`src/hdl/psf_pkg.sv`:
```
// ----------------------------------------------------------------------------
// psf_pkg
// Shared sizes, types and control words for the prime sieve filter chain.
// ----------------------------------------------------------------------------
package psf_pkg;

   localparam int NUM_CELLS  = 64;
   localparam int VALUE_BITS = 16;
   localparam int WORD_BITS  = 16;

   localparam int CNT_BITS   = $clog2(NUM_CELLS + 1);
   localparam int MAX_STEPS  = (VALUE_BITS > NUM_CELLS) ? VALUE_BITS : NUM_CELLS;
   localparam int STEP_BITS  = $clog2(MAX_STEPS + 1);

   typedef logic [VALUE_BITS-1:0] value_type;
   typedef logic [CNT_BITS-1:0]   count_type;
   typedef logic [STEP_BITS-1:0]  step_type;

   typedef enum logic [1:0] {
      ST_IDLE,
      ST_DIVIDE,
      ST_SCAN,
      ST_RESOLVE
   } state_type;

   // Control word broadcast from the sequencer to every cell.
   typedef struct packed {
      logic      start;
      logic      div_step;
      logic      cand_bit;
      logic      scan_step;
      logic      store;
      value_type store_value;
      count_type cells_used;
   } cell_ctrl_type;

endpackage

```
`src/hdl/psf_cell.sv`:
```
// ----------------------------------------------------------------------------
// psf_cell
// One filter cell: holds a stored prime, reduces the broadcast candidate
// modulo that prime one bit per cycle, and passes a divided flag along.
// ----------------------------------------------------------------------------
module psf_cell (
   input  logic                   clock,
   input  logic                   reset,
   input  psf_pkg::count_type     cell_index,
   input  psf_pkg::cell_ctrl_type ctrl,
   input  logic                   flag_prev,
   output logic                   flag_next
);
   import psf_pkg::*;

   value_type             prime_ff;
   value_type             rem_ff, rem_in;
   logic                  flag_ff, flag_in;
   logic [VALUE_BITS:0]   shifted;
   logic                  occupied;
   logic                  hit;

   assign occupied = cell_index < ctrl.cells_used;
   assign hit      = occupied && (rem_ff == '0);

   // restoring remainder step
   always_comb begin
      shifted = {rem_ff, ctrl.cand_bit};
      if (shifted >= {1'b0, prime_ff}) begin
         shifted = shifted - {1'b0, prime_ff};
      end
      rem_in = rem_ff;
      if (ctrl.start) begin
         rem_in = '0;
      end else if (ctrl.div_step) begin
         rem_in = shifted[VALUE_BITS-1:0];
      end
   end

   always_comb begin
      flag_in = flag_ff;
      if (ctrl.start) begin
         flag_in = 1'b0;
      end else if (ctrl.scan_step) begin
         flag_in = flag_prev | hit;
      end
   end

   always_ff @(posedge clock) begin
      if (reset) begin
         flag_ff <= 1'b0;
      end else begin
         flag_ff <= flag_in;
      end
   end

   always_ff @(posedge clock) begin
      rem_ff <= rem_in;
      if (ctrl.store && (ctrl.cells_used == cell_index)) begin
         prime_ff <= ctrl.store_value;
      end
   end

   assign flag_next = flag_ff;

endmodule

```
`config.mk`:
```
export PLATFORM = sky130hd
export DESIGN_NAME = psf_cell
export DESIGN_NICKNAME = d
export VERILOG_FILES = /design/src/hdl/psf_pkg.sv /design/src/hdl/psf_cell.sv
export SDC_FILE = /design/constraint.sdc
export NUM_CORES = 1
export LEC_CHECK = 0
export ABC_CLOCK_PERIOD_IN_PS = 2090
export BUFFER_PORTS_ARGS = -buffer_cell sky130_fd_sc_hd__buf_2
export CAP_MARGIN = 20
export CORE_UTILIZATION = 52
export CTS_CLUSTER_SIZE = 40
export DETAILED_ROUTE_END_ITERATION = 12
export PLACE_DENSITY_LB_ADDON = 0.1
export SKIP_LAST_GASP = 1
export SLEW_MARGIN = 30
export SYNTH_ARGS = -nofsm -noshare
export SYNTH_HDL_FRONTEND = slang
export SYNTH_SLANG_ARGS = --single-unit
```
`constraint.sdc`:
```
create_clock -name clock -period 2.09 [get_ports clock]
set_input_delay 0.209 -clock clock [delete_from_list [all_inputs] [get_ports clock]]
set_output_delay 0.209 -clock clock [all_outputs]
set_load 0.02 [all_outputs]
```
==> flow_summary.json <==
{
  "violations": "design-rule violations, negative setup slack",
  "io-pin-count": 39,
  "insertion_delay_ns": 0.28,
  "clockRootBuffer": "clkbuf_8",
  "synth_cells": 282,
  "finalCritPeriodShare_pct": 106,
  "r2r_slack_ns": -0.12,
  "port_buffers": 38,
  "grt_max_degree": 29,
  "wl_per_cell_um": 15.6,
  "yosysSeqAreaShare_pct": 32.8,
  "dr.first_iter.drc_count": 130,
  "drv_cap": 0,
  "period_minus_slack_ns": 2.21,
  "timing.hold.ws_ns": 0.0888,
  "drt-pass1-iter-count": 8,
  "grt_remaining_overflow": 0,
  "yosysWarningCount": 0,
  "tritoncts": "built",
  "setup_violations": 13,
  "grt_pass1_vias": 2472,
  "dpl-instance-area_um2": 3150,
  "worst_slack_ns": -0.116,
  "drt-vias-per-instance": 5.88,
  "grt_pass1_wl_um": 11100,
  "cp_slowest_cell": "ha_1",
  "tightest_slew_ns": 0.559,
  "hold_path_end": "flag_next",
  "coreArea_um2": 4470,
  "final_max_slew_viol_count": 0,
  "synth-main-ff-cell": "dfxtp_1",
  "hold_viol_final": 0,
  "antenna_found_initial": 0,
  "diodes": 0,
  "crit_family": "compound AO/OA/AOI/OAI gates",
  "cts_num_sinks": 33,
  "cp.arrival_ns": 2.41,
  "clock_path_buffers": 2,
  "dieWidth_um": 71.4,
  "fin_skew_ns": 0.00368,
  "fillers": 326,
  "power_density_nw_per_um2": 522,
  "grt_usage_pct": 28.3,
  "gp_congestion": 0.915,
  "status": "finished, violations left",
  "clkTransAtPathRegs_ns": 0.06,
  "syn_nets": 344,
  "antenna_left": 0,
  "synth-edff-count": 16,
  "hold_path_class": "input pin to register",
  "max_stage_delay_ns": 0.34,
  "drive_gt1_share_pct": 35.4,
  "ir_worst_vdd_mv": 0.359,
  "htree_levels": 2,
  "path_class": "register to register",
  "path_buf_inv": 2,
  "worstPathRequired_ns": 2.29,
  "synth_area_um2": 2500,
  "area_growth_pct": 36.1,
  "multi_input_area_um2": 1650,
  "cp-end-kind": "register",
  "r2r_cells": 9,
  "dp_hpwl_um": 5000,
  "r2r-end": "rem_ff[0]",
  "min_from": "reset",
  "worstPathCellList": "inv_1 -> ha_1 -> o211ai_1 -> a21oi_1 -> o21ai_2 -> a41oi_2 -> buf_6 -> mux2_4 -> a211oi_2",
  "layout.area.seq_um2": 821,
  "synth_cell_types": 59,
  "design_area_um2": 3400,
  "rsz0062_at_grt": "true",
  "vias": 2528,
  "slew_headroom_pct": 62.4,
  "routed_wl_um": 6700,
  "leakage_nw": 1.55,
  "numCtsBuffers": 5,
  "drc": 4,
  "ctsHoldBuffers": 0,
  "fin_nets": 440,
  "fmax_ghz": 0.453,
  "avgSynthCellArea_um2": 8.87,
  "start_util_pct": 55.9,
  "chipHeight_um": 71.4,
  "ys_ff_latch": 33,
  "r2r_start": "prime_ff[4]",
  "dieArea_um2": 5090,
  "hold_depth": 2,
  "critPathMaxFanout": 6,
  "async_flop_share_pct": 0,
  "num_rows": 24,
  "startpoint_type": "register"
}
[cells in the mapped netlist, types with 2 or more instances]
library cell  number  area share (%)
a2111oi_0          2            0.70
o21a_1             4             1.2
o211ai_1           4             1.2
nand3_1           11             2.2
nand2b_1           6             1.5
a311oi_1           5             1.7
clkbuf_1           8             1.2
a41o_1             2            0.80
a211oi_1           9             2.7
dfxtp_1           17              14
nor2b_1            2            0.50
o21ai_1            5             1.0
a41oi_2            2             1.3
edfxtp_1          16              19
and2_1             5             1.3
o31ai_1            2            0.60
mux2i_1            8             3.2
nand4_1            3            0.75
xnor2_1            7             2.5
o21ai_0            5             1.0
nor2_1            24             3.6
nor4_1             7             1.7
a21oi_1           19             3.8
nand2_1           15             2.2
nor3_1             3            0.60
ha_1              23              12
inv_1             30             4.5
a21o_1             7             2.1
[worst max-delay path by stage]
stage,start,end,slack (ns),cells after the start
2_1_floorplan,prime_ff[14],rem_ff[0],-0.09,9
3_3_place_gp,prime_ff[14],rem_ff[0],-0.18,9
3_5_place_dp,ctrl[25],rem_ff[14],-0.21,11
4_1_cts,prime_ff[7],rem_ff[7],-0.09,9
5_1_grt,prime_ff[9],rem_ff[15],-0.24,10
6_report,prime_ff[4],rem_ff[0],-0.12,9
[final cells by class]
type | count | share of cell area [%]
Clock buffer | 6 | 2.13
Clock inverter | 1 | 0.110
Inverter | 30 | 3.31
Multi-Input combinational cell | 208 | 48.5
Sequential cell | 33 | 24.1
Tap cell | 52 | 1.91
Timing Repair Buffer | 100 | 19.9
[registers in the layout (all words and copies together), names as in the netlist]
signal / count
rem_ff: 16
prime_ff: 16
flag_next: 1
[metal layers]
layer  track usage, %  part of all wire (%)
met1             34.7                    44
met2             50.1                    48
met3             4.92                   6.2
met4             9.78                   1.6
met5                0                     0
[power breakdown]
part	switching (W)	internal, W	total, W
Combinational	0.000302	0.000310	0.000613
Clock	0.000215	0.000224	0.000439
Sequential	0.0000219	0.000704	0.000726
[timing repair]
action,CTS,global route
gates resized for setup,24,4
gates cloned,0,0
pin swaps,17,5
setup buffers,5,0
endpoints found under the setup margin,16,16
[layout by cell type, fill, tap and decap left out, types with 2 or more instances in the layout]
master,count
o21a_1,4
o211ai_1,4
ha_1,17
nand3_1,10
nor2_1,24
a311oi_1,5
o21ai_0,4
xnor2_1,6
o31ai_1,2
buf_4,56
buf_2,38
nor4_1,6
edfxtp_1,16
inv_2,5
mux2i_1,8
nand2_1,14
nor3_1,2
nand2b_1,6
o21ai_1,5
clkbuf_8,5
inv_1,25
a21o_1,7
nor2b_1,2
dfxtp_1,17
a41oi_2,3
ha_4,5
nand4_1,3
a21oi_1,18
a211oi_1,9
a41o_1,2
buf_6,6
and2_1,5
[cells by family (layout without fill, tap and decap cells)]
family                     after synthesis  count (layout)  share of synthesized area [%]
DFF                                     33              33                           32.8
xor gates and xnor gates                 8               8                           2.80
adders and majority gates               24              24                           12.3
and+or+nand+nor                         83              83                           16.7
buffers and inverters                   41             137                           6.65
muxes                                    9               9                           3.80
AOI/OAI and AO/OA                       84              84                           25.0
[stage by stage]
stage	worst slack [ns]	std cells	util (%)	setup TNS (ns)	total power (W)
2_1_floorplan	-0.0930	282	-	-0.0930	0.00107
6_report	-0.116	430	76.1	-0.821	0.00178
5_1_grt	-0.243	430	76.1	-2.94	0.00187
3_5_place_dp	-0.214	418	70.4	-2.08	0.00128
4_1_cts	-0.0944	430	75.8	-0.694	0.00178
3_3_place_gp	-0.178	418	70.4	-1.53	0.00128
Power figures use the tool's default switching activity.
